`src/sv/csvtok_pkg.sv`:
```
`timescale 1ns / 1ps

package csvtok_pkg;

	localparam int unsigned CHAR_W    = 8;
	localparam int unsigned RES_MAX   = 3;
	localparam int unsigned RES_CNT_W = 2;

	localparam logic [CHAR_W-1:0] CHAR_NUL   = 8'h00;
	localparam logic [CHAR_W-1:0] CHAR_QUOTE = 8'h22;
	localparam logic [CHAR_W-1:0] CHAR_COMMA = 8'h2C;
	localparam logic [CHAR_W-1:0] CHAR_TAB   = 8'h09;
	localparam logic [CHAR_W-1:0] CHAR_CR    = 8'h0D;
	localparam logic [CHAR_W-1:0] CHAR_LF    = 8'h0A;

	localparam logic [CHAR_W-1:0] DELIM_A_RESET = 8'h09;
	localparam logic [CHAR_W-1:0] DELIM_B_RESET = 8'h0A;

	localparam int unsigned CFG_IDX_W = 1;
	localparam logic [CFG_IDX_W-1:0] CFG_DELIM_A = 1'b0;
	localparam logic [CFG_IDX_W-1:0] CFG_DELIM_B = 1'b1;

	localparam logic KIND_CHAR = 1'b0;
	localparam logic KIND_END  = 1'b1;

	// All results caused by one byte, slot 0 first.
	typedef struct packed {
		logic [RES_CNT_W-1:0]             count;
		logic [RES_MAX-1:0]               kind;
		logic [RES_MAX-1:0][CHAR_W-1:0]   chr;
	} res_bundle_t;

endpackage

```
`src/sv/csvtok_if.sv`:
```
`timescale 1ns / 1ps

interface csvtok_byte_if;
	logic                         valid;
	logic                         ready;
	logic [csvtok_pkg::CHAR_W-1:0] byte_value;
	logic                         line_last;

	modport source (output valid, output byte_value, output line_last, input ready);
	modport sink   (input valid, input byte_value, input line_last, output ready);
endinterface

interface csvtok_token_if;
	logic                         valid;
	logic                         ready;
	logic                         kind;
	logic [csvtok_pkg::CHAR_W-1:0] char_out;
	logic                         run_last;

	modport source (output valid, output kind, output char_out, output run_last, input ready);
	modport sink   (input valid, input kind, input char_out, input run_last, output ready);
endinterface

```
`src/sv/csvtok_step.sv`:
```
`timescale 1ns / 1ps

module csvtok_step (
	input  logic                          clk,
	input  logic                          arst_n,
	input  logic                          take,
	input  logic [csvtok_pkg::CHAR_W-1:0] byte_value,
	input  logic                          line_last,
	input  logic [csvtok_pkg::CHAR_W-1:0] delim_a,
	input  logic [csvtok_pkg::CHAR_W-1:0] delim_b,
	output csvtok_pkg::res_bundle_t       bundle
);

	typedef enum logic [2:0] {
		MODE_IDLE       = 3'd0,
		MODE_PLAIN      = 3'd1,
		MODE_QUOTED     = 3'd2,
		MODE_QUOTE_SEEN = 3'd3,
		MODE_CR_SEEN    = 3'd4,
		MODE_STOPPED    = 3'd5
	} mode_t;

	mode_t mode_q;
	mode_t mode_nxt;

	always_comb begin
		logic                                is_delim;
		logic                                do_uq;
		logic                                uq_start;
		logic [csvtok_pkg::RES_CNT_W-1:0]    n;
		csvtok_pkg::res_bundle_t             r;
		mode_t                               nm;

		is_delim = (byte_value == csvtok_pkg::CHAR_COMMA) ||
		           (byte_value == csvtok_pkg::CHAR_TAB) ||
		           ((delim_a != csvtok_pkg::CHAR_NUL) && (byte_value == delim_a)) ||
		           ((delim_b != csvtok_pkg::CHAR_NUL) && (byte_value == delim_b));
		do_uq    = 1'b0;
		uq_start = 1'b0;
		n        = '0;
		r        = '0;
		nm       = mode_q;

		if (mode_q == MODE_STOPPED) begin
			// drop the rest of the line
		end else if (byte_value == csvtok_pkg::CHAR_NUL) begin
			if (mode_q == MODE_PLAIN || mode_q == MODE_QUOTED || mode_q == MODE_QUOTE_SEEN) begin
				r.kind[n] = csvtok_pkg::KIND_END;
				n         = n + 1'b1;
			end
			nm = MODE_STOPPED;
		end else begin
			case (mode_q)
				MODE_PLAIN: begin
					do_uq = 1'b1;
				end
				MODE_QUOTED: begin
					if (byte_value == csvtok_pkg::CHAR_QUOTE) begin
						nm = MODE_QUOTE_SEEN;
					end else begin
						r.kind[n] = csvtok_pkg::KIND_CHAR;
						r.chr[n]  = byte_value;
						n         = n + 1'b1;
					end
				end
				MODE_QUOTE_SEEN: begin
					if (byte_value == csvtok_pkg::CHAR_QUOTE) begin
						// doubled quote: one literal quote
						r.kind[n] = csvtok_pkg::KIND_CHAR;
						r.chr[n]  = csvtok_pkg::CHAR_QUOTE;
						n         = n + 1'b1;
						nm        = MODE_QUOTED;
					end else begin
						r.kind[n] = csvtok_pkg::KIND_END;
						n         = n + 1'b1;
						if (is_delim) begin
							nm = MODE_IDLE;
						end else begin
							do_uq    = 1'b1;
							uq_start = 1'b1;
						end
					end
				end
				MODE_CR_SEEN: begin
					if (byte_value == csvtok_pkg::CHAR_LF) begin
						nm = MODE_IDLE;
					end else begin
						do_uq    = 1'b1;
						uq_start = 1'b1;
					end
				end
				default: begin
					do_uq    = 1'b1;
					uq_start = 1'b1;
				end
			endcase
		end

		if (do_uq) begin
			if (uq_start && byte_value == csvtok_pkg::CHAR_QUOTE) begin
				nm = MODE_QUOTED;
			end else if (is_delim) begin
				r.kind[n] = csvtok_pkg::KIND_END;
				n         = n + 1'b1;
				nm        = MODE_IDLE;
			end else if (byte_value == csvtok_pkg::CHAR_CR) begin
				r.kind[n] = csvtok_pkg::KIND_END;
				n         = n + 1'b1;
				nm        = MODE_CR_SEEN;
			end else if (byte_value == csvtok_pkg::CHAR_LF) begin
				r.kind[n] = csvtok_pkg::KIND_END;
				n         = n + 1'b1;
				nm        = MODE_IDLE;
			end else begin
				r.kind[n] = csvtok_pkg::KIND_CHAR;
				r.chr[n]  = byte_value;
				n         = n + 1'b1;
				nm        = MODE_PLAIN;
			end
		end

		// line end closes any open token
		if (line_last) begin
			if (nm == MODE_PLAIN || nm == MODE_QUOTED || nm == MODE_QUOTE_SEEN) begin
				r.kind[n] = csvtok_pkg::KIND_END;
				n         = n + 1'b1;
			end
			nm = MODE_IDLE;
		end

		r.count  = n;
		bundle   = r;
		mode_nxt = nm;
	end

	always_ff @(posedge clk or negedge arst_n) begin
		if (!arst_n) begin
			mode_q <= MODE_IDLE;
		end else if (take) begin
			mode_q <= mode_nxt;
		end
	end

endmodule

```
`src/sv/csvtok_obuf.sv`:
```
`timescale 1ns / 1ps

module csvtok_obuf (
	input  logic                    clk,
	input  logic                    arst_n,
	input  logic                    load,
	input  csvtok_pkg::res_bundle_t bundle,
	output logic                    free,
	csvtok_token_if.source          token_ch
);

	logic [csvtok_pkg::RES_CNT_W-1:0]                   cnt_q;
	logic [csvtok_pkg::RES_MAX-1:0]                     kind_q;
	logic [csvtok_pkg::RES_MAX-1:0][csvtok_pkg::CHAR_W-1:0] chr_q;
	logic pop;

	assign pop  = token_ch.valid && token_ch.ready;
	assign free = (cnt_q == '0) || ((cnt_q == 2'd1) && pop);

	assign token_ch.valid    = (cnt_q != '0);
	assign token_ch.kind     = kind_q[0];
	assign token_ch.char_out = chr_q[0];
	assign token_ch.run_last = (cnt_q == 2'd1);

	always_ff @(posedge clk or negedge arst_n) begin
		if (!arst_n) begin
			cnt_q <= '0;
		end else if (load) begin
			cnt_q <= bundle.count;
		end else if (pop) begin
			cnt_q <= cnt_q - 1'b1;
		end
	end

	// advance the remaining results toward slot 0
	always_ff @(posedge clk) begin
		if (load) begin
			kind_q <= bundle.kind;
			chr_q  <= bundle.chr;
		end else if (pop) begin
			kind_q <= {1'b0, kind_q[csvtok_pkg::RES_MAX-1:1]};
			chr_q  <= {{csvtok_pkg::CHAR_W{1'b0}}, chr_q[csvtok_pkg::RES_MAX-1:1]};
		end
	end

endmodule

```
`src/sv/quoted_csv_tokenizer.sv`:
```
`timescale 1ns / 1ps

// Quoted CSV field tokenizer. Takes one line byte per item on byte_ch, with
// line_last on the line's last byte, and returns token characters (kind 0)
// and end-of-token marks (kind 1) on token_ch; run_last flags the last
// result caused by a byte, and a byte may cause none, one, two or three.
// Comma, tab and the two delimiter registers (0 = unused) split tokens, a
// leading quote opens a quoted field with doubled quotes as literals, CR, LF
// or CRLF ends a token, and NUL closes the token and ignores the rest of the
// line. Rate: a byte enters a one-entry input register, is decoded into a
// result bundle combinationally, the bundle is loaded into a result register
// and drains one result per cycle while token_ch is ready, so the block
// takes one byte per cycle while each byte yields at most one result and
// token_ch is ready; a byte with N results holds the output until all N
// are taken. Write the delimiter registers only while no byte is in flight.
module quoted_csv_tokenizer (
	input  logic                               clk,
	input  logic                               arst_n,
	input  logic                               cfg_we,
	input  logic [csvtok_pkg::CFG_IDX_W-1:0]   cfg_index,
	input  logic [csvtok_pkg::CHAR_W-1:0]      cfg_data,
	csvtok_byte_if.sink                        byte_ch,
	csvtok_token_if.source                     token_ch
);

	logic [csvtok_pkg::CHAR_W-1:0] delim_a_q;
	logic [csvtok_pkg::CHAR_W-1:0] delim_b_q;

	logic                          valid_s1;
	logic [csvtok_pkg::CHAR_W-1:0] byte_s1;
	logic                          last_s1;

	logic                    take;
	logic                    free;
	csvtok_pkg::res_bundle_t bundle;

	// Delimiter registers.
	always_ff @(posedge clk or negedge arst_n) begin
		if (!arst_n) begin
			delim_a_q <= csvtok_pkg::DELIM_A_RESET;
			delim_b_q <= csvtok_pkg::DELIM_B_RESET;
		end else if (cfg_we) begin
			case (cfg_index)
				csvtok_pkg::CFG_DELIM_A: delim_a_q <= cfg_data;
				csvtok_pkg::CFG_DELIM_B: delim_b_q <= cfg_data;
				default: ;
			endcase
		end
	end

	// Decode the held byte once the result buffer can take its whole bundle.
	assign take          = valid_s1 && free;
	assign byte_ch.ready = !valid_s1 || take;

	always_ff @(posedge clk or negedge arst_n) begin
		if (!arst_n) begin
			valid_s1 <= 1'b0;
		end else if (byte_ch.ready) begin
			valid_s1 <= byte_ch.valid;
		end
	end

	// Hold the payload until the byte is decoded.
	always_ff @(posedge clk) begin
		if (byte_ch.ready && byte_ch.valid) begin
			byte_s1 <= byte_ch.byte_value;
			last_s1 <= byte_ch.line_last;
		end
	end

	// Scan state and per-byte decode.
	csvtok_step u_step (
		.clk        (clk),
		.arst_n     (arst_n),
		.take       (take),
		.byte_value (byte_s1),
		.line_last  (last_s1),
		.delim_a    (delim_a_q),
		.delim_b    (delim_b_q),
		.bundle     (bundle)
	);

	// Result register: drain the bundle one item per cycle while token_ch is ready.
	csvtok_obuf u_obuf (
		.clk      (clk),
		.arst_n   (arst_n),
		.load     (take),
		.bundle   (bundle),
		.free     (free),
		.token_ch (token_ch)
	);

endmodule

```
`src/flat_wrapper.sv`:
```
// flat-port wrapper written by rule: the top's interface ports become plain ports
module quoted_csv_tokenizer_flat 
  (clk, arst_n, cfg_we, cfg_index, cfg_data, byte_ch_valid, byte_ch_byte_value, byte_ch_line_last, byte_ch_ready, token_ch_valid, token_ch_kind, token_ch_char_out, token_ch_run_last, token_ch_ready);
  csvtok_byte_if byte_ch_i ();
  csvtok_token_if token_ch_i ();
  input  logic clk;
  input  logic arst_n;
  input  logic cfg_we;
  input  logic [csvtok_pkg::CFG_IDX_W-1:0] cfg_index;
  input  logic [csvtok_pkg::CHAR_W-1:0] cfg_data;
  input wire logic [$bits(byte_ch_i.valid)-1:0] byte_ch_valid;
  input wire logic [$bits(byte_ch_i.byte_value)-1:0] byte_ch_byte_value;
  input wire logic [$bits(byte_ch_i.line_last)-1:0] byte_ch_line_last;
  output wire logic [$bits(byte_ch_i.ready)-1:0] byte_ch_ready;
  output wire logic [$bits(token_ch_i.valid)-1:0] token_ch_valid;
  output wire logic [$bits(token_ch_i.kind)-1:0] token_ch_kind;
  output wire logic [$bits(token_ch_i.char_out)-1:0] token_ch_char_out;
  output wire logic [$bits(token_ch_i.run_last)-1:0] token_ch_run_last;
  input wire logic [$bits(token_ch_i.ready)-1:0] token_ch_ready;
  assign byte_ch_i.valid = byte_ch_valid;
  assign byte_ch_i.byte_value = byte_ch_byte_value;
  assign byte_ch_i.line_last = byte_ch_line_last;
  assign byte_ch_ready = byte_ch_i.ready;
  assign token_ch_valid = token_ch_i.valid;
  assign token_ch_kind = token_ch_i.kind;
  assign token_ch_char_out = token_ch_i.char_out;
  assign token_ch_run_last = token_ch_i.run_last;
  assign token_ch_i.ready = token_ch_ready;
  quoted_csv_tokenizer u_core (.clk(clk), .arst_n(arst_n), .cfg_we(cfg_we), .cfg_index(cfg_index), .cfg_data(cfg_data), .byte_ch(byte_ch_i), .token_ch(token_ch_i));
endmodule
```
`config.mk`:
```
export PLATFORM = sky130hd
export DESIGN_NAME = quoted_csv_tokenizer_flat
export DESIGN_NICKNAME = d
export VERILOG_FILES = /design/src/sv/csvtok_pkg.sv /design/src/sv/csvtok_if.sv /design/src/sv/csvtok_step.sv /design/src/sv/csvtok_obuf.sv /design/src/sv/quoted_csv_tokenizer.sv /design/src/flat_wrapper.sv
export SDC_FILE = /design/constraint.sdc
export NUM_CORES = 1
export LEC_CHECK = 0
export BUFFER_PORTS_ARGS = -buffer_cell sky130_fd_sc_hd__buf_2
export CAP_MARGIN = 20
export CORE_ASPECT_RATIO = 0.6
export CORE_MARGIN = 1
export CORE_UTILIZATION = 62
export CTS_CLUSTER_SIZE = 14
export DETAILED_ROUTE_END_ITERATION = 12
export GPL_TIMING_DRIVEN = 0
export PLACE_DENSITY_LB_ADDON = 0.08
export SLEW_MARGIN = 10
export SYNTH_ARGS = -nofsm -noshare
export SYNTH_HDL_FRONTEND = slang
export SYNTH_SLANG_ARGS = --single-unit
```
`constraint.sdc`:
```
create_clock -name clk -period 7.9 [get_ports clk]
set_input_delay 0.79 -clock clk [delete_from_list [all_inputs] [get_ports clk]]
set_output_delay 0.79 -clock clk [all_outputs]
set_load 0.01 [all_outputs]
```
==> results by stage, run 1 <==
Outcome:
- The run finished with clean final reports.

STA:
- The max-slew violation total from the final report is 0.
- Counting I/O delays and the setup requirement, the final critical path takes 3.258 ns.
- Setup violations remaining at the end of the flow were counted as 0.
- The measured slew at the worst slew-check pin is 0.5986 ns.
- The count of final hold-check violations is 0.
- The highest clock frequency the design can meet is 306.9 MHz.
- Dividing the final minimum period by the clock period gives 0.4124.
- Setup repair after global routing left no endpoint under its margin.
- Summed over all failing endpoints, the final setup total negative slack is 0 ns.
- The worst pin sits at a relative slew slack of 0.5973.
- The worst-case clock skew is 0.01712 ns.

Final layout:
- The register cell area after layout is 1396 µm².
- The share of cells above drive strength 1 is 0.3056.
- The area of the multi-input gates is 1277 µm².
- Counting the fill cells in the layout gives 316.
- The signed area change from the synthesized netlist to the final layout is 12.05%.
- The number of nets in the layout is between 300 and 400.
- 0 antenna diodes ended up in the layout.
- After the flow finishes, the layout carries non-filler instances totaling 361.

Power:
- Of the total power, the clock network draws 0.161.
- Summed over all nets, the switching power comes to 0.0003484 W.
- The completed layout was analyzed and its total power is between 0.0009 and 0.001 W.
- The power density relative to cell area is 302.2 nW/µm².
- The register share of total power is 0.442.
- The largest vdd supply drop is 0.2751 mV.
- The leakage power is 1.289 nW.
- Of the total power, the share spent switching nets is 0.3644.
- Cell internal power was estimated by the tool at between 0.0006 and 0.0007 W.
- The share of total power dissipated in combinational logic is 0.397.

Synth:
- In this run, synthesis inferred 28 flip-flops with an integrated enable.
- By count the netlist is led by sky130_fd_sc_hd__edfxtp_1 (28), sky130_fd_sc_hd__nand2_1 (20), sky130_fd_sc_hd__nor2_1 (19), sky130_fd_sc_hd__dfrtp_1 (18), sky130_fd_sc_hd__mux2_2 (18).
- The largest area contributor in the netlist is sky130_fd_sc_hd__edfxtp_1.
- The most instantiated library cell after synthesis is sky130_fd_sc_hd__edfxtp_1.
- Synthesis inferred 50 register bits.
- Among all flip-flop cells after synthesis, the most frequent one is sky130_fd_sc_hd__edfxtp_1.
- The share of synthesized area in the top cell type comes to 0.2977.
- The count of different cell masters after synthesis is 52.
- Synthesis produced a netlist with a net count of 288.
- In the synthesized netlist the async set-or-reset flop fraction comes to 0.4400.
- The part of the Yosys area used for sequential elements is 0.4945.
- The synthesized area is 2824 µm².
- During synthesis, Yosys emitted a total of 0 warnings.
- The average instance in the mapped netlist occupies 10.90 µm².
- In the synthesized netlist, the number of instances is 259.
- Ranked by total cell area, the synthesized netlist is headed by sky130_fd_sc_hd__edfxtp_1 (30%), sky130_fd_sc_hd__dfrtp_1 (16%), sky130_fd_sc_hd__mux2_2 (7.2%), sky130_fd_sc_hd__xor2_1 (4.7%), sky130_fd_sc_hd__dfstp_2 (3.7%).

Global routing:
- The initial antenna violation count is 0.
- Summed over all layers, the global routing overflow is 0.
- The first-pass GRT wire length is approximately 9500 µm.
- Across every metal layer, demand over resource in global routing totals 0.2770.
- The number of global-route vias before repair is 1,857.
- Entering global routing, the biggest net connects 24 pins.

Clocking:
- Post-CTS repair changed the size of 0 cells.
- Clock tree synthesis selected as its root buffer the cell sky130_fd_sc_hd__clkbuf_8.
- The insertion delay of the later-clocked pin in the worst-skew pair is a little over 0.3 ns.
- The CTS tree is done.
- The worst-case clock buffer depth is 2.
- The number of buffers inserted by hold repair at cts is 0.
- After clock tree synthesis, the clock-pin slew on the worst setup and hold paths is about 0.090 ns.
- The number of levels in the clock H-tree is 2.
- The number of buffers inserted by post-CTS setup repair is 0.
- The number of clock sinks is 50.
- The total CTS buffers is 5.

Critical path:
- The critical path's most frequent cell is sky130_fd_sc_hd__ha_1.
- Walking the worst path, the cells encountered are nor4_1 -> and3_1 -> o21ai_0 -> a21oi_1 -> ha_1 -> mux2_2 -> ha_1 -> nor3b_1 -> o22a_1.
- STA classifies the critical path startpoint as a flip-flop.
- The category of cells accounting for the largest share of critical-path delay is simple AND/OR/NAND/NOR gates.
- The type of element capturing the critical path is a flip-flop.
- The required arrival time at the worst endpoint is about 8.0 ns.
- The critical path's largest stage delay is between 0.5 and 0.6 ns.
- The path type of the worst setup path is reg -> reg.
- The worst register-to-register path begins at u_core.byte_s1[3].
- Data arrives at the worst endpoint at approximately 3.3 ns.
- The critical path starts at u_core.byte_s1[3].
- The number of buffers and inverters on the critical path is 0.
- Among all stages on the critical path, the largest delay is contributed by sky130_fd_sc_hd__nor4_1.
- Of all nets on the critical path, the largest fanout is 6.

Routing:
- In this run the remaining antenna-violating nets after routing total 0.
- In this run, the number of DRC markers left after iteration 0 of detailed routing was 182.
- Dividing the detail-routed wire length by the instance count gives 16.16 µm.
- The detailed-route wire length is just under 6000 µm.
- For this run, the detailed router's first-pass iteration total came to 4.
- The count of vias placed by the detailed router is 2,102.
- For this run, design rule violations remaining after detail routing come to 0.
- The via density per instance is between 5 and 6.

Placed design:
- Routability-driven placement finished with a final weighted congestion of approximately 0.96.
- The number of instances in the placed design is 353.
- During placement, the flow inserted port buffers numbering 34.
- The wire-length estimate of the detail-placed layout is 4481 µm.

Floorplanning:
- The number of top-level design ports is 35.
- The die is 54.28 µm tall.
- The horizontal die dimension is 89.13 µm.
- The die area is a little under 5000 µm².
- The core region is 4234 µm².
- The floorplan has 18 rows.
- The effective utilization at floorplan is 0.6670.

Min path:
- The path class of the tightest hold or removal check is in -> async.

Flow run:
- The number of max-cap violations is 0.
-- kinds of logic after synthesis --
kind of cell | Yosys count | synth area share
AO/OA/AOI/OAI | 56 | 0.1480
adder cells (fa/ha/maj) | 6 | 0.02658
multiplexers | 18 | 0.07178
flip-flops | 50 | 0.4945
buffers and inverters | 30 | 0.05317
AND/OR/NAND/NOR | 84 | 0.1595
XOR/XNOR | 15 | 0.04652
-- metrics by stage --
step / area, µm² / util / worst slack, ns / hold slack, ns
2_1_floorplan: 2824 / - / 5.093 / 0.4789
6_report: 3164 / 0.7473 / 4.642 / 0.4327
3_3_place_gp: 3069 / 0.7249 / 4.826 / 0.5037
3_5_place_dp: 3069 / 0.7249 / 4.727 / 0.5087
5_1_grt: 3164 / 0.7473 / 4.397 / 0.4778
4_1_cts: 3164 / 0.7473 / 4.707 / 0.4573
-- cell usage in the layout (no fill, tap or decap), drive strengths merged, types with 4 or more instances in the layout --
master	n
dfstp	4
a211oi	6
buf	48
inv	8
nand2	20
nor4	9
clkbuf	14
and2	8
xor2	15
a22o	4
nor3	5
dfrtp	18
o31ai	4
ha	6
nor2	19
a21oi	11
o21ai	11
edfxtp	28
mux2	18
nand3	4
-- area by class of cell --
cell class	count	area share
plain buffers	22	0.03796
clock buffers	6	0.02610
clock inverters	2	0.003954
inverters	8	0.009490
multi-input cells	179	0.4037
flip-flops and latches	50	0.4413
well taps	60	0.02372
repair buffers	34	0.05378
-- registers in the layout, summed over array words and instances (netlist names) --
| register | count |
|---|---|
| u_core.u_obuf.token_ch.char_out | 8 |
| u_core.last_s1 | 1 |
| u_core.delim_b_q | 8 |
| u_core.u_obuf.chr_q | 8 |
| u_core.valid_s1 | 1 |
| u_core.u_obuf.cnt_q | 2 |
| u_core.byte_s1 | 8 |
| u_core.u_step.mode_q | 3 |
| u_core.u_obuf.kind_q | 3 |
| u_core.delim_a_q | 8 |
-- power groups by stage --
stage               Sequential (W)  Clock, W  Combinational (W)
global placement          0.000422         0           0.000367
floorplan                 0.000412         0           0.000277
detailed placement        0.000428         0           0.000372
global route              0.000432  0.000164           0.000428
CTS                       0.000421  0.000155           0.000376
finish                    0.000423  0.000154           0.000379
-- per-layer routing --
layer / vias to the layer above / part of all wire / GRT usage
met1: 975 / 0.53 / 0.4294
met4: 0 / 0.0094 / 0.07407
met2: 98 / 0.39 / 0.3855
met3: 7 / 0.073 / 0.06637
met5: - / 0 / 0
li1: 1022 / - / -
-- worst paths after layout --
kind                       depth (start not counted)                            endpoint  slack (ns)
max in group asynchronous                          1                 u_core.delim_b_q[1]        7.10
min in group clk                                   2  u_core.u_obuf.token_ch.char_out[5]        0.53
min                                                1                 u_core.delim_a_q[5]        0.43
max reg2reg                                        9             u_core.u_obuf.kind_q[1]        4.64
max                                                9             u_core.u_obuf.kind_q[1]        4.64
min reg2reg                                        2  u_core.u_obuf.token_ch.char_out[5]        0.53
(Power assumes the default switching activity.)
==> run 2, diff against run 1 <==
Settings changed: CORE_UTILIZATION 62 to 58.
Clock period 7.9 ns to 3.2 ns, I/O delays scaled along.
==> run 2 against run 1 <==
  * First-iteration DRC count up 30%
  * Cell count up 2.8%
  * Combinational power rose to 2.6 times the previous value
  * Via count up 1.5%
==> results by stage, run 2 (same netlist as run 1, synthesis figures left out) <==
STA:
- The worst-case clock skew is 0.01226 ns (-0.004863 ns).
- The final critical delay including setup and external delays was 3.031 ns (-0.2268 ns).
- Setup repair after global routing left no endpoint under its margin.
- The setup TNS after final layout was 0 ns (unchanged).
- The measured slew at the worst slew-check pin is 0.7033 ns (+0.1047 ns).
- The ratio of final minimum period to clock period came to 0.9473 (+0.5348).
- The final setup violation count came to 0 (unchanged).
- The highest clock frequency the design can meet is 329.9 MHz (+7.5%).
- The count of final hold-check violations was 0 (unchanged).
- The max-slew violation total from the final report came to 0 (unchanged).
- The relative slew slack is 0.5276 (-0.06970).

Placed design:
- The routability congestion estimate is 0.9202 (-4.0%).
- The area of placed instances is 3073 µm² (+0.12%).
- The placed wire-length estimate came to 4628 µm (+3.3%).
- The number of buffers inserted by port buffering is 34 (unchanged).

Routing:
- The number of detailed-routing iterations run before antenna repair came to 4 (unchanged).
- The count of vias placed by the detailed router is 2,134 (+1.5%).
- The iteration-0 DRC count of the detailed router is 237 (+30%).
- The remaining design rule violation count is 0 (unchanged).
- The via density per instance is 5.752 (-1.2%).
- The number of nets with antenna violations after routing is 0 (unchanged).
- The average wire per standard cell came to 16.43 µm (+1.7%).
- The detailed-route wire length came to 6097 µm (+4.5%).

Power:
- The power density relative to cell area is 754.5 nW/µm² (+150%).
- The leakage power came to 1.327 nW (+3.0%).
- The largest vdd supply drop is 0.5232 mV (+90%).

Final layout:
- The signed area change from the synthesized netlist to the final layout is 15.20%.
- The library cell used most frequently in the layout, excluding fill and tap cells, is sky130_fd_sc_hd__buf_2.
- The share of cells above drive strength 1 is 0.3214 (+0.01578).
- The number of diodes came to 0 (unchanged).
- The number of nets in the layout was 336 (+2.1%).
- Leaving out fill and tap cells, the most frequent cells in the layout are sky130_fd_sc_hd__buf_2 (40), sky130_fd_sc_hd__edfxtp_1 (28), sky130_fd_sc_hd__nand2_1 (20).
- The final instance area was 3253 µm² (+2.8%).

Critical path:
- The path type of the worst setup path is reg -> reg.
- STA classifies the critical path startpoint as a flip-flop.
- The required arrival time at the worst endpoint was 3.38 ns (-4.59 ns).
- The worst path arrival time is 3.21 ns (-0.12 ns).
- The worst setup path startpoint is u_core.byte_s1[4].
- The setup slack of the most critical reg-to-reg path is 0.17 ns (-4.47 ns).
- The startpoint of the lowest-slack register-to-register path is u_core.byte_s1[4].
- The worst register-to-register path ends at u_core.u_obuf.cnt_q[1].
- The depth of the most critical reg-to-reg path is 8 (-1).
- The critical-path maximum fanout is 5 (-1).
- The most critical setup path has its endpoint at u_core.u_obuf.cnt_q[1].
- STA classifies the critical path endpoint as a flip-flop.

Clocking:
- The register clock-pin slew on the reported worst setup and hold paths is 0.09 ns (about the same).
- The tree is rooted in a sky130_fd_sc_hd__clkbuf_8.
- The insertion delay of the later-clocked pin in the worst-skew pair is 0.31 ns (about the same).
- The total CTS buffers is 5 (unchanged).
- TritonCTS built the clock tree.
- The number of clock sinks is 50 (unchanged).
- The worst-case clock buffer depth came to 2 (unchanged).
- The number of levels in the clock H-tree is 2 (unchanged).

Global routing:
- The combined global-route utilization of all metal layers is 0.2642 (-0.01277).
- The pin count of the biggest net entering global routing came to 24 (unchanged).
- The first-pass GRT wire length is 9991 µm (+5.4%).
- The global route total overflow is 0 (unchanged).
- The number of global-route vias before repair was 1,893 (+1.9%).
- The initial antenna violation count is 0 (unchanged).

Floorplanning:
- The horizontal die dimension is 92.08 µm (+3.3%).
- The area of the core was 4636 µm² (+9.5%).
- The number of rows created at floorplan is 19 (+1).
- The die area is 5161 µm² (+6.7%).
- The effective utilization at floorplan is 0.6092 (-0.05779).
- The number of top-level design ports came to 35 (unchanged).
- The y dimension of the die is 56.05 µm (+3.3%).

Outcome:
- The run finished with clean final reports.

Min path:
- The path class of the tightest hold or removal check is in -> reg.

Flow run:
- The number of max-cap violations is 0 (unchanged).
run 2: worst max-delay path, cell delays in order (launching register included):
cell	delay, ns
sky130_fd_sc_hd__edfxtp_1	0.41
sky130_fd_sc_hd__buf_4	0.19
sky130_fd_sc_hd__xor2_1	0.16
sky130_fd_sc_hd__nor4_1	0.52
sky130_fd_sc_hd__a31oi_2	0.24
sky130_fd_sc_hd__a31oi_1	0.30
sky130_fd_sc_hd__mux2_2	0.41
sky130_fd_sc_hd__ha_1	0.30
sky130_fd_sc_hd__o311ai_1	0.36
run 2: stage by stage:
stage          utilization  cells  hold slack [ns]  setup WS (ns)  power, W
2_1_floorplan            -    259          0.02441         0.3926  0.001703
3_3_place_gp        0.6629    356           0.3112        0.06692  0.001964
3_5_place_dp        0.6629    356           0.3161        0.01976  0.001989
4_1_cts             0.6893    365           0.1772        0.04238  0.002424
5_1_grt             0.7018    371           0.1704       0.005379  0.002616
6_report            0.7018    371           0.1807         0.1688  0.002455
run 2: power breakdown:
group | internal, W | switching (W)
sequential | 0.000927 | 0.0000961
clock | 0.000234 | 0.000206
combinational | 0.000420 | 0.000571
total | 0.00158 | 0.000873
run 2: cell type report:
| cell class | count | area, µm² |
|---|---|---|
| flip-flops and latches | 50 | 1396 |
| fillers | 366 | 1383 |
| multi-input cells | 179 | 1296 |
| repair buffers | 41 | 225.2 |
| plain buffers | 22 | 120.1 |
| well taps | 63 | 78.83 |
| clock buffers | 7 | 76.32 |
| clock inverters | 1 | 30.03 |
| inverters | 8 | 30.03 |
run 2: worst min-delay path by stage:
stage,to,cells past startpoint,from
4_1_cts,u_core.byte_s1[0],1,byte_ch_byte_value[0]
6_report,u_core.byte_s1[0],1,byte_ch_byte_value[0]
5_1_grt,u_core.byte_s1[0],1,byte_ch_byte_value[0]
3_5_place_dp,u_core.delim_b_q[7],1,arst_n
3_3_place_gp,u_core.delim_a_q[4],1,arst_n
2_1_floorplan,u_core.delim_a_q[1],0,arst_n
run 2: timing repair:
item | 4_1_cts | 5_1_grt
endpoints found under the hold margin | 18 | 0
hold buffers | 1 | 0
buffers inserted | 0 | 6
resized for setup | 1 | 2
endpoints found under the setup margin | 1 | 10
run 2: per-layer routing:
| layer | share of wire | wire [µm] | global-route usage |
|---|---|---|---|
| met1 | 0.53 | 3229 | 0.4471 |
| met2 | 0.39 | 2399 | 0.3273 |
| met3 | 0.067 | 410 | 0.05464 |
| met4 | 0.0093 | 57 | 0.08036 |
| met5 | 0 | 0 | 0 |
==> run 3, diff against run 2 <==
Settings changed: CORE_UTILIZATION 58 to 59, SYNTH_HIERARCHICAL from default to 1.
==> run 3 against run 2 <==
  * Clock power is 70% higher
  * Global-route usage is 1.1 points higher
  * Via count grew 15%
  * Largest cell class unchanged
  * Worst hold slack got worse by 0.034 ns
==> results by stage, run 3 <==
Final layout:
- The number of filler cells placed in the layout is 356 (-2.7%).
- The utilization after layout was 0.7699 (+0.06815).
- The number of diodes is 0 (unchanged).
- The signed area change from the synthesized netlist to the final layout is 20.60%.
- The library cells used most frequently in the layout, excluding fill and tap cells, are sky130_fd_sc_hd__buf_2 (40), sky130_fd_sc_hd__edfxtp_1 (36), sky130_fd_sc_hd__buf_4 (33).
- The area of the multi-input gates is 1580 µm² (+22%).
- The register with the most flip-flops is u_core/u_obuf/chr_q.
- The register cell area after layout is 1637 µm² (+17%).
- The share of cells above drive strength 1 was 0.4330 (+0.1115).
- The register with the most flip-flops in the layout has 16 of them.
- The post-layout instance count excluding filler cells came to 435 (+17%).
- The number of nets in the layout is 382 (+14%).
- The commonest non-fill, non-tap cell in the layout is sky130_fd_sc_hd__buf_2.

Synth:
- Summed over all instances, the cell type with the most area after synthesis is sky130_fd_sc_hd__edfxtp_1.
- The post-synthesis instance total was 284 (+9.7%).
- The most instantiated library cell after synthesis is sky130_fd_sc_hd__edfxtp_1.
- After synthesis, the cell types taking the most area are sky130_fd_sc_hd__edfxtp_1 (32%), sky130_fd_sc_hd__dfrtp_1 (13%), sky130_fd_sc_hd__mux2_2 (9.0%), sky130_fd_sc_hd__mux2_4 (4.0%), sky130_fd_sc_hd__xor2_1 (3.9%).
- The average instance area after synthesis is 11.87 µm² (+8.9%).
- The part of the Yosys area used for sequential elements is 0.4855 (-0.008938).
- The count of different cell masters after synthesis is 62 (+19%).
- Counting instances in the post-synthesis netlist gives the leading cell types as sky130_fd_sc_hd__edfxtp_1 (36), sky130_fd_sc_hd__mux2_2 (27), sky130_fd_sc_hd__dfrtp_1 (18), sky130_fd_sc_hd__buf_4 (17), sky130_fd_sc_hd__and2_1 (16).
- The number of synthesized register bits came to 58 (+16%).
- The share of Yosys cell area claimed by the top area cell type is 0.3207 (+0.02297).
- The fraction of synthesis flops using an asynchronous set or reset pin is 0.3793 (-0.06069).
- For this run, the leading register cell type out of synthesis is sky130_fd_sc_hd__edfxtp_1.
- The number of synthesized flops with an enable pin is 36 (+29%).
- The synthesized area is 3371 µm² (+19%).
- The warning count from the yosys run is 6 (+6).

Critical path:
- The worst path arrival time came to 3.24 ns (+0.03 ns).
- The worst flop-to-flop path endpoint is u_core/u_obuf/kind_q[1].
- The setup slack of the most critical reg-to-reg path came to 0.07 ns (-0.10 ns).
- The most critical setup path has its endpoint at u_core/u_obuf/kind_q[1].
- The critical path is of the reg -> reg type.
- The startpoint of the lowest-slack register-to-register path is u_core/byte_s1[4].
- The worst setup path is captured at a flip-flop.
- The worst setup path startpoint is u_core/byte_s1[4].
- The depth of the most critical reg-to-reg path is 10 (+2).
- The required arrival time at the worst endpoint is 3.30 ns (-0.08 ns).
- The nature of the critical path startpoint is a flip-flop.
- The critical-path maximum fanout is 4 (-1).

Clocking:
- The register clock-pin slew on the reported worst setup and hold paths is 0.07 ns (-0.02 ns).
- The number of levels in the clock H-tree is 3 (+1).
- The total CTS buffers was 9 (+4).
- The CTS tree is done.
- The worst-case clock buffer depth was 2 (unchanged).
- The root buffer cell is sky130_fd_sc_hd__clkbuf_8.
- The number of clock sinks came to 58 (+16%).
- The insertion delay of the later-clocked pin in the worst-skew pair came to 0.35 ns (+0.04 ns).

STA:
- The worst-case clock skew came to 0.008713 ns (-0.003547 ns).
- The ratio of final minimum period to clock period is 0.9795 (+0.03227).
- The highest clock frequency the design can meet is 319.0 MHz (-3.3%).
- The count of final hold-check violations is 0 (unchanged).
- The relative slew slack is 0.5699 (+0.04234).
- The measured slew at the worst slew-check pin is 0.6452 ns (-0.05809 ns).
- The final critical delay including setup and external delays was 3.135 ns (+0.1033 ns).
- The final setup violation count is 0 (unchanged).
- The max-slew violation total from the final report is 0 (unchanged).
- The worst hold slack is 0.1465 ns (-0.03417 ns).
- Setup repair after global routing could not meet its margin everywhere.
- The setup TNS after final layout is 0 ns (unchanged).

Routing:
- The count of vias placed by the detailed router is 2,451 (+15%).
- The remaining design rule violation count is 0 (unchanged).
- The average wire per standard cell was 17.39 µm (+5.8%).
- The number of detailed-routing iterations run before antenna repair is 5 (+1).
- The via density per instance was 5.634 (-2.0%).
- The iteration-0 DRC count of the detailed router came to 215 (-9.3%).
- The detailed-route wire length is 7566 µm (+24%).
- The number of nets with antenna violations after routing came to 0 (unchanged).

Floorplanning:
- The die area was 6029 µm² (+17%).
- The number of rows created at floorplan is 20 (+1).
- The y dimension of the die is 60.55 µm (+8.0%).
- The number of top-level design ports was 35 (unchanged).
- The effective utilization at floorplan is 0.6384 (+0.02921).
- The area of the core is 5280 µm² (+14%).
- The horizontal die dimension was 99.58 µm (+8.1%).

Global routing:
- The combined global-route utilization of all metal layers is 0.2751 (+0.01087).
- The global route total overflow came to 0 (unchanged).
- The first-pass GRT wire length is 11,740 µm (+18%).
- The pin count of the biggest net entering global routing was 28 (+17%).
- The initial antenna violation count is 0 (unchanged).
- The number of global-route vias before repair came to 2,297 (+21%).

Placed design:
- The number of buffers inserted by port buffering is 34 (unchanged).
- The placed wire-length estimate came to 5215 µm (+13%).
- The number of instances in the placed design is 402 (+13%).
- The routability congestion estimate is 0.9572 (+4.0%).

Outcome:
- The flow ran to the end, and the final reports show no timing, DRC or antenna violations.

Power:
- The leakage power came to 1.770 nW (+33%).
- The power density relative to cell area is 950.8 nW/µm² (+26%).
- The largest vdd supply drop was 0.5997 mV (+15%).

Min path:
- The class of the tightest hold or removal check is in -> reg.

Flow run:
- The number of max-cap violations was 0 (unchanged).
run 3: changes by cell type in the layout (fill, tap and decap cells not counted), moves of 5 or more:
cell / before / now
sky130_fd_sc_hd__mux2_2: 18 / 26
sky130_fd_sc_hd__inv_1: 7 / 12
sky130_fd_sc_hd__edfxtp_1: 28 / 36
sky130_fd_sc_hd__clkbuf_1: 10 / 4
sky130_fd_sc_hd__nor2_1: 19 / 9
sky130_fd_sc_hd__nand2_1: 20 / 14
sky130_fd_sc_hd__clkbuf_8: 5 / 10
sky130_fd_sc_hd__and2_1: 8 / 16
sky130_fd_sc_hd__conb_1: 0 / 8
sky130_fd_sc_hd__mux2_4: 0 / 10
sky130_fd_sc_hd__buf_4: 14 / 33
run 3: cell type report:
type | instances | area share
buffer | 28 | 0.04617
clock buffer | 11 | 0.03478
clock inverter | 5 | 0.01908
inverter | 12 | 0.01108
multi-input combinational | 193 | 0.3887
sequential | 58 | 0.4026
tap | 77 | 0.02370
timing repair buffer | 51 | 0.07387
run 3: through the flow:
step	cell area (µm²)	setup WS, ns	power [W]
CTS	3986	0.008373	0.003722
global placement	3664	-0.2168	0.002832
detailed placement	3664	-0.2683	0.002888
finish	4065	0.06550	0.003865
global route	4065	-0.04972	0.004078
floorplan	3397	0.1332	0.002472
run 3: what timing repair did:
action | CTS | global route
hold buffers | 1 | 0
pin swaps | 4 | 9
resized for setup | 4 | 9
hold endpoints to repair | 18 | 0
buffers inserted | 10 | 6
endpoints found under the setup margin | 3 | 6
run 3: worst min-delay path by stage:
stage / depth (start not counted) / startpoint / slack [ns] / end
3_5_place_dp: 1 / arst_n / 0.32 / u_core/valid_s1
2_1_floorplan: 0 / arst_n / 0.02 / u_core/delim_a_q[1]
3_3_place_gp: 1 / arst_n / 0.31 / u_core/delim_b_q[4]
5_1_grt: 1 / byte_ch_byte_value[7] / 0.13 / u_core/byte_s1[7]
4_1_cts: 1 / byte_ch_byte_value[2] / 0.13 / u_core/byte_s1[2]
6_report: 1 / byte_ch_byte_value[2] / 0.15 / u_core/byte_s1[2]
run 3: power by group:
group / leakage (nW) / switching [W] / internal [W]
logic: 1.04 / 0.000952 / 0.000845
clock network: 0.111 / 0.000293 / 0.000457
registers: 0.618 / 0.000120 / 0.00120
total: 1.77 / 0.00136 / 0.00250
run 3: cells by family after synthesis:
logic type / synth area share
adder cells (fa/ha/maj): 0.02227
flip-flops: 0.4855
multiplexers: 0.1333
AO/OA/AOI/OAI: 0.08909
other: 0.001113
XOR/XNOR: 0.04158
buffers and inverters: 0.06830
AND/OR/NAND/NOR: 0.1589
run 3: worst max-delay path, stage by stage, from the launching register on:
cell	delay, ns
sky130_fd_sc_hd__edfxtp_1	0.45
sky130_fd_sc_hd__or4b_4	0.60
sky130_fd_sc_hd__nor3_4	0.22
sky130_fd_sc_hd__a21oi_2	0.07
sky130_fd_sc_hd__o211ai_1	0.30
sky130_fd_sc_hd__ha_1	0.33
sky130_fd_sc_hd__mux2i_4	0.20
sky130_fd_sc_hd__inv_1	0.08
sky130_fd_sc_hd__ha_2	0.18
sky130_fd_sc_hd__a32o_1	0.20
sky130_fd_sc_hd__mux2_4	0.25
run 3: per-layer routing:
| layer | vias to the layer above | global-route usage | wire length [µm] |
|---|---|---|---|
| met2 | 151 | 0.3730 | 2990 |
| met4 | 0 | 0.1029 | 148 |
| li1 | 1145 | - | - |
| met5 | - | 0 | 0 |
| met1 | 1141 | 0.3912 | 3529 |
| met3 | 14 | 0.1175 | 897 |
